==> config.mk <==
export PLATFORM = sky130hd
export DESIGN_NAME = texture_block_partition_select
export DESIGN_NICKNAME = d
export VERILOG_FILES = /design/src/hdl/tbps_pkg.sv /design/src/hdl/texture_block_partition_select.sv
export SDC_FILE = /design/constraint.sdc
export NUM_CORES = 1
export LEC_CHECK = 0
export BUFFER_PORTS_ARGS = -buffer_cell sky130_fd_sc_hd__buf_2
export CAP_MARGIN = 30
export CORE_MARGIN = 8
export CORE_UTILIZATION = 57
export DETAILED_ROUTE_END_ITERATION = 8
export GPL_ROUTABILITY_DRIVEN = 0
export PLACE_DENSITY = 0.76
export SYNTH_ARGS = -nofsm -noshare
export SYNTH_HDL_FRONTEND = slang
export SYNTH_SLANG_ARGS = --single-unit
==> constraint.sdc <==
create_clock -name clk -period 5.92 [get_ports clk]
set_clock_uncertainty 0.1 [all_clocks]
set_input_delay 0.888 -clock clk [delete_from_list [all_inputs] [get_ports clk]]
set_output_delay 0.888 -clock clk [all_outputs]
set_load 0.05 [all_outputs]
==> src/hdl/tbps_pkg.sv <==
`timescale 1ns / 1ps

package tbps_pkg;

	// Coordinate width after optional doubling (0..30)
	localparam int unsigned CoordW = 5;
	// Partition sums are kept modulo 64
	localparam int unsigned SumW = 6;
	// Seed offset step per partition count
	localparam int unsigned SeedStepLog2 = 10;

	typedef logic [31:0] word_t;
	typedef logic [2:0] shamt_t;
	typedef logic [SumW-1:0] sum_t;
	typedef logic [CoordW-1:0] coord_t;

	// Per-item control carried along the pipe
	typedef struct packed {
		shamt_t sh1;
		shamt_t sh2;
		shamt_t sh3;
		logic   zero2;   // count below 3: sum 2 unused
		logic   zero3;   // count below 4: sum 3 unused
	} sel_ctl_t;

	// First half of the integer hash (two carry chains)
	function automatic word_t mix_lo(input word_t v);
		word_t a;
		a = v ^ (v >> 15);
		a = a - (a << 17);
		a = a + (a << 7);
		return a;
	endfunction

	// Second half of the integer hash (two carry chains)
	function automatic word_t mix_hi(input word_t v);
		word_t a;
		a = v + (v << 4);
		a = a ^ (a >> 5);
		a = a + (a << 16);
		a = a ^ (a >> 7);
		a = a ^ (a >> 3);
		a = a ^ (a << 6);
		a = a ^ (a >> 17);
		return a;
	endfunction

	// Squared nibble shifted right by 4..6; result fits in 4 bits
	function automatic logic [3:0] sq_shift(input logic [3:0] nib, input shamt_t sh);
		logic [7:0] sq;
		logic [7:0] shifted;
		sq      = 8'(nib * nib);
		shifted = sq >> sh;
		return shifted[3:0];
	endfunction

	// Weight times coordinate, modulo 64
	function automatic sum_t wmul(input logic [3:0] w, input coord_t c);
		logic [8:0] p;
		p = 9'(w * c);
		return p[SumW-1:0];
	endfunction

endpackage

==> src/hdl/texture_block_partition_select.sv <==
`timescale 1ns / 1ps

// ASTC partition selection for one texel per transaction. Each accepted texel
// (pattern index, partition count, x/y/z) yields one partition index 0..3.
// The block takes a new texel every cycle while the result side is ready;
// the result is registered through five pipeline registers: seed and
// coordinate capture, two halves of the 32-bit seed hash, the twelve
// weight-by-coordinate products, and the sum/argmax output register.
// Stalls on the result side back up stage by stage, and empty stages keep
// accepting, so no transaction is lost or repeated. small_footprint
// doubles the coordinates; write it only while the pipeline is empty.
module texture_block_partition_select
	import tbps_pkg::*;
(
	input  logic       clk,
	input  logic       arst_n,
	// configuration
	input  logic       cfg_we,
	input  logic       cfg_wdata,
	// texel input
	input  logic       texel_valid,
	output logic       texel_ready,
	input  logic [9:0] pattern_index,
	input  logic [2:0] part_count,
	input  logic [3:0] texel_x,
	input  logic [3:0] texel_y,
	input  logic [3:0] texel_z,
	// result output
	output logic       part_valid,
	input  logic       part_ready,
	output logic [1:0] partition
);

	logic small_footprint_q;

	// stage valids and per-stage ready
	logic v_s1, v_s2, v_s3, v_s4, v_s5;
	logic rdy1, rdy2, rdy3, rdy4, rdy5;

	// stage payloads
	word_t    seed_s1;
	logic [2:0] cnt_s1;
	coord_t   x_s1, y_s1, z_s1;

	word_t    h_s2;
	sel_ctl_t ctl_s2;
	coord_t   x_s2, y_s2, z_s2;

	word_t    h_s3;
	sel_ctl_t ctl_s3;
	coord_t   x_s3, y_s3, z_s3;

	sum_t     px_s4 [4];
	sum_t     py_s4 [4];
	sum_t     pz_s4 [4];
	sum_t     off_s4 [4];
	sel_ctl_t ctl_s4;

	logic [1:0] part_s5;

	// configuration register
	always_ff @(posedge clk or negedge arst_n) begin
		if (!arst_n) begin
			small_footprint_q <= 1'b0;
		end else if (cfg_we) begin
			small_footprint_q <= cfg_wdata;
		end
	end

	// ready chain: a stage loads when it is empty or its content moves on
	assign rdy5        = !v_s5 || part_ready;
	assign rdy4        = !v_s4 || rdy5;
	assign rdy3        = !v_s3 || rdy4;
	assign rdy2        = !v_s2 || rdy3;
	assign rdy1        = !v_s1 || rdy2;
	assign texel_ready = rdy1;

	always_ff @(posedge clk or negedge arst_n) begin
		if (!arst_n) begin
			v_s1 <= 1'b0;
			v_s2 <= 1'b0;
			v_s3 <= 1'b0;
			v_s4 <= 1'b0;
			v_s5 <= 1'b0;
		end else begin
			if (rdy1) v_s1 <= texel_valid;
			if (rdy2) v_s2 <= v_s1;
			if (rdy3) v_s3 <= v_s2;
			if (rdy4) v_s4 <= v_s3;
			if (rdy5) v_s5 <= v_s4;
		end
	end

	// stage 1: seed and coordinates
	word_t  seed_c;
	coord_t x_c, y_c, z_c;

	always_comb begin
		seed_c = {22'd0, pattern_index}
			+ ((word_t'(part_count) - word_t'(1)) << SeedStepLog2);
		x_c = small_footprint_q ? {texel_x, 1'b0} : {1'b0, texel_x};
		y_c = small_footprint_q ? {texel_y, 1'b0} : {1'b0, texel_y};
		z_c = small_footprint_q ? {texel_z, 1'b0} : {1'b0, texel_z};
	end

	always_ff @(posedge clk) begin
		if (rdy1 && texel_valid) begin
			seed_s1 <= seed_c;
			cnt_s1  <= part_count;
			x_s1    <= x_c;
			y_s1    <= y_c;
			z_s1    <= z_c;
		end
	end

	// stage 2: first hash half and shift selection
	sel_ctl_t ctl_c;
	shamt_t   sh_odd, sh_cnt;

	always_comb begin
		sh_odd = seed_s1[1] ? 3'd4 : 3'd5;
		sh_cnt = (cnt_s1 == 3'd3) ? 3'd6 : 3'd5;
		if (seed_s1[0]) begin
			ctl_c.sh1 = sh_odd;
			ctl_c.sh2 = sh_cnt;
		end else begin
			ctl_c.sh1 = sh_cnt;
			ctl_c.sh2 = sh_odd;
		end
		ctl_c.sh3   = seed_s1[4] ? ctl_c.sh1 : ctl_c.sh2;
		ctl_c.zero2 = cnt_s1 < 3'd3;
		ctl_c.zero3 = cnt_s1 < 3'd4;
	end

	always_ff @(posedge clk) begin
		if (rdy2 && v_s1) begin
			h_s2   <= mix_lo(seed_s1);
			ctl_s2 <= ctl_c;
			x_s2   <= x_s1;
			y_s2   <= y_s1;
			z_s2   <= z_s1;
		end
	end

	// stage 3: second hash half
	always_ff @(posedge clk) begin
		if (rdy3 && v_s2) begin
			h_s3   <= mix_hi(h_s2);
			ctl_s3 <= ctl_s2;
			x_s3   <= x_s2;
			y_s3   <= y_s2;
			z_s3   <= z_s2;
		end
	end

	// stage 4: squared-nibble weights times coordinates
	logic [3:0] wx [4];
	logic [3:0] wy [4];
	logic [3:0] wz [4];
	sum_t       off_c [4];

	always_comb begin
		wx[0] = sq_shift(h_s3[3:0],   ctl_s3.sh1);
		wy[0] = sq_shift(h_s3[7:4],   ctl_s3.sh2);
		wz[0] = sq_shift(h_s3[29:26], ctl_s3.sh3);
		wx[1] = sq_shift(h_s3[11:8],  ctl_s3.sh1);
		wy[1] = sq_shift(h_s3[15:12], ctl_s3.sh2);
		wz[1] = sq_shift({h_s3[1:0], h_s3[31:30]}, ctl_s3.sh3);
		wx[2] = sq_shift(h_s3[19:16], ctl_s3.sh1);
		wy[2] = sq_shift(h_s3[23:20], ctl_s3.sh2);
		wz[2] = sq_shift(h_s3[21:18], ctl_s3.sh3);
		wx[3] = sq_shift(h_s3[27:24], ctl_s3.sh1);
		wy[3] = sq_shift(h_s3[31:28], ctl_s3.sh2);
		wz[3] = sq_shift(h_s3[25:22], ctl_s3.sh3);
		off_c[0] = h_s3[19:14];
		off_c[1] = h_s3[15:10];
		off_c[2] = h_s3[11:6];
		off_c[3] = h_s3[7:2];
	end

	always_ff @(posedge clk) begin
		if (rdy4 && v_s3) begin
			for (int i = 0; i < 4; i++) begin
				px_s4[i]  <= wmul(wx[i], x_s3);
				py_s4[i]  <= wmul(wy[i], y_s3);
				pz_s4[i]  <= wmul(wz[i], z_s3);
				off_s4[i] <= off_c[i];
			end
			ctl_s4 <= ctl_s3;
		end
	end

	// stage 5: sums modulo 64, unused sums cleared, argmax with low-index ties
	sum_t       s [4];
	logic [1:0] part_c;

	always_comb begin
		for (int i = 0; i < 4; i++) begin
			s[i] = px_s4[i] + py_s4[i] + pz_s4[i] + off_s4[i];
		end
		if (ctl_s4.zero3) s[3] = '0;
		if (ctl_s4.zero2) s[2] = '0;

		if (s[0] >= s[1] && s[0] >= s[2] && s[0] >= s[3]) begin
			part_c = 2'd0;
		end else if (s[1] >= s[2] && s[1] >= s[3]) begin
			part_c = 2'd1;
		end else if (s[2] >= s[3]) begin
			part_c = 2'd2;
		end else begin
			part_c = 2'd3;
		end
	end

	always_ff @(posedge clk) begin
		if (rdy5 && v_s4) begin
			part_s5 <= part_c;
		end
	end

	assign part_valid = v_s5;
	assign partition  = part_s5;

endmodule

==> load_flow_metrics.sql, run 1 <==
INSERT INTO impl_metrics (metric_group, metric, value, unit) VALUES
('detailed_routing', 'detail-route-antenna-nets', '0', ''),
('setup_path', 'path_class', 'reg2reg', ''),
('yosys', 'synthesis.nets', '2425', ''),
('detailed_routing', 'postRouteWirelength', '47.4', 'mm'),
('setup_path', 'timing_startpoint_of_the_critical_path', 'h_s2[4]', ''),
('detailed_routing', 'drt_iter0_markers', '990', ''),
('yosys', 'synth.top_cell.area_share', '0.325', ''),
('finish', 'final_net_count', '2477', ''),
('run', 'max_cap_viol_count', '0', ''),
('floorplanning', 'fp.coreArea', '0.0377', 'mm²'),
('finish', 'syn2layout_area_growth', '9.18', '%'),
('timing', 'timing.final.hold_violations', '0', ''),
('placed_design', 'dp_hpwl', '37.6', 'mm'),
('global_routing', 'grt_antenna_before_repair', '2', ''),
('yosys', 'synth_area_per_cell', '10.6', 'µm²'),
('cts', 'cts.htree.levels', '1', ''),
('timing', 'period_share', '0.976', ''),
('yosys', 'yosys-top-cells-area', 'edfxtp_1 32%, ha_1 13%, fa_1 9.4%', ''),
('status', 'status', 'complete, no violations', ''),
('global_routing', 'track_usage', '0.211', ''),
('floorplanning', 'die_area', '0.0448', 'mm²'),
('global_routing', 'grt-ovfl-total', '0', ''),
('finish', 'count_of_placed_standard_cells_in_the_final_layout_fillers_left_out', '2638', ''),
('yosys', 'synthesized_netlist_cell_count', '2056', ''),
('cts', 'clock_latency', '0.56', 'ns'),
('setup_path', 'timing.reg2reg.setup_slack', '0.14', 'ns'),
('setup_path', 'worstReg2RegStart', 'h_s2[4]', ''),
('setup_path', 'cp.arrival', '5.98', 'ns'),
('cts', 'cts_max_path_buffers', '3', ''),
('placed_design', 'io_buffer_count', '34', ''),
('cts', 'clkSlewWorstSetupHoldPaths', '0.07', 'ns'),
('timing', 'report.final.setup_viol', '0', ''),
('setup_path', 'critical_path.max_fanout', '3', ''),
('yosys', 'synthArstFlopShare', '0.0248', ''),
('worst_hold_path', 'timing.hold.worst.class', 'in2async', ''),
('yosys', 'synth.yosys.seq_area_share', '0.332', ''),
('yosys', 'ys_top_cells_by_count', '236 x edfxtp_1, 235 x ha_1, 233 x xnor2_1', ''),
('timing', 'layout_setup_ws', '0.144', 'ns'),
('yosys', 'post-synth-top-count-cell', 'edfxtp_1', ''),
('yosys', 'netlist-cell-type-count', '82', ''),
('cts', 'clock_buffers_created_by_tritoncts', '27', ''),
('timing', 'final_max_slew_viol_count', '0', ''),
('setup_path', 'worst_r2r_path_depth', '23', ''),
('floorplanning', 'fp-row-count', '71', ''),
('detailed_routing', 'drc_violations_left', '0', ''),
('finish', 'n_antenna_cell', '0', ''),
('yosys', 'postSynth.topFlopCell', 'edfxtp_1', ''),
('detailed_routing', 'drt-vias-per-instance', '5.64', ''),
('timing', 'timing_worst_slew_pin_value', '0.868', 'ns'),
('cts', 'tritoncts', 'done', ''),
('global_routing', 'first_global_vias', '14900', ''),
('yosys', 'yosys_warnings', '0', ''),
('floorplanning', 'die_h', '212', 'µm'),
('floorplanning', 'effective_utilization_at_floorplan', '0.579', ''),
('placed_design', 'dp_cells', '2574', ''),
('setup_path', 'timing.rr.end', 'h_s3[7]', ''),
('floorplanning', 'die_w', '212', 'µm'),
('timing', 'max-slew-margin-rel', '0.422', ''),
('yosys', 'synth_enable_flop_cells', '236', ''),
('timing', 'fmaxAchievable', '173', 'MHz'),
('placed_design', 'preCtsSetupSlack', '-0.0537', 'ns'),
('setup_path', 'end_kind', 'flip-flop', ''),
('floorplanning', 'pin_count', '35', ''),
('finish', 'drive_above_1_share', '0.106', ''),
('global_routing', 'first_pass_grt_wire_length', '75.6', 'mm'),
('yosys', 'ys_ff_latch', '242', ''),
('timing', 'whs', '0.0412', 'ns'),
('yosys', 'syn-cell-area', '0.0218', 'mm²'),
('detailed_routing', 'post_drt_wl_per_cell', '18.0', 'µm'),
('setup_path', 'critPathLaunchType', 'flip-flop', ''),
('detailed_routing', 'drt_pre_antenna_iters', '5', ''),
('detailed_routing', 'via_count', '14900', ''),
('cts', 'root_buffer', 'clkbuf_16', ''),
('yosys', 'post-synth-top-area-cell', 'edfxtp_1', ''),
('cts', 'cts.sink_count', '242', ''),
('global_routing', 'grt_max_degree', '56', ''),
('timing', 'finalCriticalPeriod', '5.78', 'ns'),
('setup_path', 'timing.critical_path.required', '6.12', 'ns');
## per-stage QoR
| step | util | setup TNS [ns] | area [µm²] |
|---|---|---|---|
| 6_report | 0.633 | 0 | 23800 |
| 5_1_grt | 0.633 | -0.708 | 23800 |
| 4_1_cts | 0.625 | -0.0536 | 23500 |
| 3_5_place_dp | 0.600 | -0.112 | 22600 |
| 3_3_place_gp | 0.600 | 0 | 22600 |
| 2_1_floorplan | - | 0 | 21800 |
## registers in the layout, summed over array words and instances, names as in the netlist, 2 cells and up
signal / count
partition: 2
pz_s4: 24
z_s2: 5
off_s4: 18
z_s1: 5
y_s1: 5
ctl_s2: 8
y_s3: 5
ctl_s4: 2
seed_s1: 14
y_s2: 5
z_s3: 5
ctl_s3: 8
x_s3: 5
px_s4: 24
h_s3: 32
py_s4: 24
x_s1: 5
x_s2: 5
h_s2: 32
cnt_s1: 3
## layer usage
layer | vias to the layer above | global-route usage | share of wire
met4 | 0 | 0.0642 | 0.029
li1 | 7174 | - | -
met1 | 7221 | 0.268 | 0.43
met5 | - | 0 | 0
met3 | 87 | 0.0220 | 0.049
met2 | 388 | 0.373 | 0.49
## cell type report
cell class                      count  area, µm²
Clock buffer                       30        687
Clock inverter                     18        204
Fill cell                        2961      13800
Inverter                          152        571
Multi-Input combinational cell   1614      14000
Sequential cell                   242       7240
Tap cell                          511        639
Timing Repair Buffer               71        448
## critical path: stages (launching register included)
cell and delay [ns]:
edfxtp_1 0.46, ha_4 0.22, fa_2 0.40, a211oi_4 0.28, o211ai_2 0.13, buf_4 0.16
and2_1 0.17, a31oi_1 0.27, xnor2_2 0.19, xor2_1 0.13, ha_1 0.25, fa_1 0.44
a211oi_1 0.28, o21ai_2 0.11, o311ai_2 0.33, a21oi_2 0.14, xor2_2 0.28, xnor2_2 0.11
xnor2_1 0.17, xnor2_1 0.26, xnor2_2 0.17, buf_4 0.20, xnor2_4 0.09, xnor2_1 0.15
## layout by cell type (no fill, tap or decap), drive strengths merged, types with 6 or more instances in the layout
master and n:
and2 124, dfrtp 6, o21a 16, nand3 17
a21o 41, nand2b 60, inv 154, nor3 22
xnor2 247, fa 103, nor2b 84, clkbuf 30
nand2 131, buf 71, o22ai 7, mux2 15
nand4 7, a31oi 18, and3 20, or3 7
or2 7, nor2 89, o21ai 58, ha 235
o211ai 8, a21oi 109, clkinv 10, edfxtp 236
mux2i 10, xor2 96, o21bai 12, a211oi 12
o221ai 9
## what timing repair did
item | in CTS | in global routing
gates resized for setup | 2 | 39
endpoints found under the hold margin | 0 | 0
pin swaps | 2 | 24
setup buffers | 2 | 14
setup endpoints to repair | 10 | 32
hold buffers | 0 | 0
## worst max-delay path by stage
stage	to	slack [ns]
2_1_floorplan	h_s3[6]	0.40
3_3_place_gp	h_s3[11]	0.13
3_5_place_dp	h_s3[11]	-0.05
4_1_cts	h_s3[7]	-0.04
5_1_grt	h_s3[12]	-0.13
6_report	h_s3[7]	0.14
## logic make-up after synthesis
logic type	share of synthesized area
muxes	0.0123
xor gates and xnor gates	0.152
DFF	0.332
buffers and inverters	0.0347
and+or+nand+nor	0.140
AOI/OAI and AO/OA	0.100
adders and majority gates	0.229
Power of run 1 is left out: the tool's default activity adds up to more than one toggle a clock period on the data nets, which glitch-free logic cannot reach.
==> inputs of run 2 (changes only) <==
--- a/config.mk
+++ b/config.mk
@@ -7,11 +7,14 @@
 export LEC_CHECK = 0
 export BUFFER_PORTS_ARGS = -buffer_cell sky130_fd_sc_hd__buf_2
 export CAP_MARGIN = 30
+export CELL_PAD_IN_SITES_DETAIL_PLACEMENT = 1
+export CELL_PAD_IN_SITES_GLOBAL_PLACEMENT = 2
 export CORE_MARGIN = 8
-export CORE_UTILIZATION = 57
+export CORE_UTILIZATION = 40
 export DETAILED_ROUTE_END_ITERATION = 8
 export GPL_ROUTABILITY_DRIVEN = 0
-export PLACE_DENSITY = 0.76
+export PLACE_DENSITY_LB_ADDON = 0.1
+export SLEW_MARGIN = 30
 export SYNTH_ARGS = -nofsm -noshare
 export SYNTH_HDL_FRONTEND = slang
 export SYNTH_SLANG_ARGS = --single-unit
==> load_flow_metrics.sql, run 2 (synthesis gave the netlist of run 1 again) <==
INSERT INTO impl_metrics (metric_group, metric, value, unit) VALUES
('detailed_routing', 'detail-route-antenna-nets', '0', ''),
('setup_path', 'cp_slowest_cell', 'edfxtp_1', ''),
('global_routing', 'grt_max_degree', '56', ''),
('worst_hold_path', 'timing.hold.worst.class', 'reg2reg', ''),
('cts', 'tritoncts', 'done', ''),
('setup_path', 'critical_path.max_fanout', '6', ''),
('finish', 'final_net_count', '2492', ''),
('setup_path', 'critical-path-max-stage-delay', '0.42', 'ns'),
('setup_path', 'worstPathCellList', 'ha_1 > a21oi_2 > nand2_1 > a31oi_2 > a2111oi_4 > o21bai_2 > or2b_1 > a21o_1 > a21oi_1 > o21bai_1 > a21oi_2 > xnor3_1 > ha_1 > o21a_1 > o311ai_2 > a21oi_2 > xor2_2 > xnor2_2 > xnor2_1 > xnor2_1 > xnor2_2 > xnor2_1 > xnor2_1', ''),
('cts', 'root_buffer', 'clkbuf_16', ''),
('global_routing', 'grt-ovfl-total', '0', ''),
('timing', 'timing.final.hold_violations', '0', ''),
('setup_path', 'worst_r2r_path_depth', '23', ''),
('setup_path', 'critPathBufInv', '0', ''),
('placed_design', 'dp_hpwl', '46.7', 'mm'),
('floorplanning', 'fp-row-count', '85', ''),
('finish', 'final_util', '0.449', ''),
('global_routing', 'track_usage', '0.184', ''),
('setup_path', 'cp_num_cells', '23', ''),
('finish', 'n_antenna_cell', '0', ''),
('floorplanning', 'pin_count', '35', ''),
('timing', 'period_share', '0.962', ''),
('finish', 'syn2layout_area_growth', '11.0', '%'),
('setup_path', 'timing_startpoint_of_the_critical_path', 'h_s2[9]', ''),
('floorplanning', 'die_area', '0.0623', 'mm²'),
('cts', 'cts_max_path_buffers', '3', ''),
('detailed_routing', 'drt_pre_antenna_iters', '4', ''),
('detailed_routing', 'drt-vias-per-instance', '5.15', ''),
('timing', 'report.final.setup_viol', '0', ''),
('timing', 'final_max_slew_viol_count', '0', ''),
('detailed_routing', 'via_count', '14600', ''),
('cts', 'cts.sink_count', '242', ''),
('cts', 'clock_latency', '0.57', 'ns'),
('timing', 'max-slew-margin-rel', '0.420', ''),
('timing', 'finalCriticalPeriod', '5.69', 'ns'),
('detailed_routing', 'drt_iter0_markers', '591', ''),
('floorplanning', 'die_w', '250', 'µm'),
('setup_path', 'timing.rr.end', 'h_s3[4]', ''),
('setup_path', 'timing.critical_path.required', '6.12', 'ns'),
('cts', 'cts.htree.levels', '1', ''),
('placed_design', 'dp_cells', '2778', ''),
('status', 'status', 'complete, no violations', ''),
('global_routing', 'grt_antenna_before_repair', '2', ''),
('floorplanning', 'fp.coreArea', '0.0539', 'mm²'),
('timing', 'timing_worst_slew_pin_value', '0.870', 'ns'),
('placed_design', 'preCtsSetupSlack', '0.0202', 'ns'),
('setup_path', 'critPathMostFrequentCell', 'xnor2_1', ''),
('setup_path', 'critPathLaunchType', 'flip-flop', ''),
('setup_path', 'worstReg2RegStart', 'h_s2[9]', ''),
('detailed_routing', 'post_drt_wl_per_cell', '20.3', 'µm'),
('detailed_routing', 'postRouteWirelength', '57.8', 'mm'),
('cts', 'clock_buffers_created_by_tritoncts', '30', ''),
('global_routing', 'first_global_vias', '15900', ''),
('placed_design', 'io_buffer_count', '34', ''),
('floorplanning', 'effective_utilization_at_floorplan', '0.405', ''),
('timing', 'fmaxAchievable', '176', 'MHz'),
('setup_path', 'worst_setup_path_endpoint', 'h_s3[4]', ''),
('floorplanning', 'die_h', '250', 'µm'),
('setup_path', 'cp.arrival', '5.90', 'ns'),
('setup_path', 'critical_path.top_delay_family', 'compound AO/OA/AOI/OAI gates', ''),
('setup_path', 'path_class', 'reg2reg', ''),
('detailed_routing', 'drc_violations_left', '0', ''),
('run', 'max_cap_viol_count', '0', ''),
('setup_path', 'timing.reg2reg.setup_slack', '0.23', 'ns'),
('finish', 'drive_above_1_share', '0.112', ''),
('timing', 'timing.setup.tns', '0', 'ns'),
('finish', 'layout_commonest_cell', 'edfxtp_1', ''),
('finish', 'largest_registers', 'h_s2: 32 flops, h_s3: 32 flops', ''),
('global_routing', 'first_pass_grt_wire_length', '91.2', 'mm'),
('finish', 'mostFrequentLayoutCells', '236 x edfxtp_1, 233 x ha_1, 223 x xnor2_1, 151 x inv_1, 130 x nand2_1', ''),
('finish', 'count_of_placed_standard_cells_in_the_final_layout_fillers_left_out', '2839', ''),
('cts', 'clkSlewWorstSetupHoldPaths', '0.06', 'ns'),
('timing', 'layout_setup_ws', '0.227', 'ns'),
('setup_path', 'end_kind', 'flip-flop', '');
[run 2: worst min-delay path by stage]
| stage | from | to | depth (start not counted) |
|---|---|---|---|
| after CTS | y_s2[3] | y_s3[3] | 0 |
| final | y_s2[3] | y_s3[3] | 0 |
| after detailed placement | y_s2[1] | y_s3[1] | 0 |
| after global routing | z_s2[1] | z_s3[1] | 0 |
| after floorplan | ctl_s2[0] | ctl_s3[0] | 0 |
| after global placement | y_s2[1] | y_s3[1] | 0 |
[run 2: metal layers]
metal / up-vias / part of all wire / wire length (µm) / GRT usage
met4: 0 / 0.024 / 1360 / 0.0438
li1: 7186 / - / - / -
met1: 7258 / 0.45 / 25800 / 0.230
met2: 131 / 0.51 / 29400 / 0.338
met3: 60 / 0.021 / 1220 / 0.0200
met5: - / 0 / 0 / 0
[run 2: layout make-up]
class	count	area, µm²
Tap cell	696	871
Timing Repair Buffer	83	544
Fill cell	5848	29700
Multi-Input combinational cell	1614	14000
Clock buffer	36	795
Inverter	152	571
Clock inverter	16	168
Sequential cell	242	7240
[run 2: what timing repair did]
action,4_1_cts,5_1_grt
cloned,0,0
endpoints found under the setup margin,5,30
endpoints found under the hold margin,6,0
pin swaps,0,12
resized for setup,2,35
hold buffers,1,0
setup buffers,0,7
[run 2: stage by stage]
step / hold WS (ns) / cell area, µm²
final: 0.315 / 24200
after global routing: 0.327 / 24200
after CTS: 0.316 / 24000
after detailed placement: 0.306 / 23000
after global placement: 0.301 / 23000
after floorplan: 0.300 / 21800
Power of run 2 is left out for the same reason.
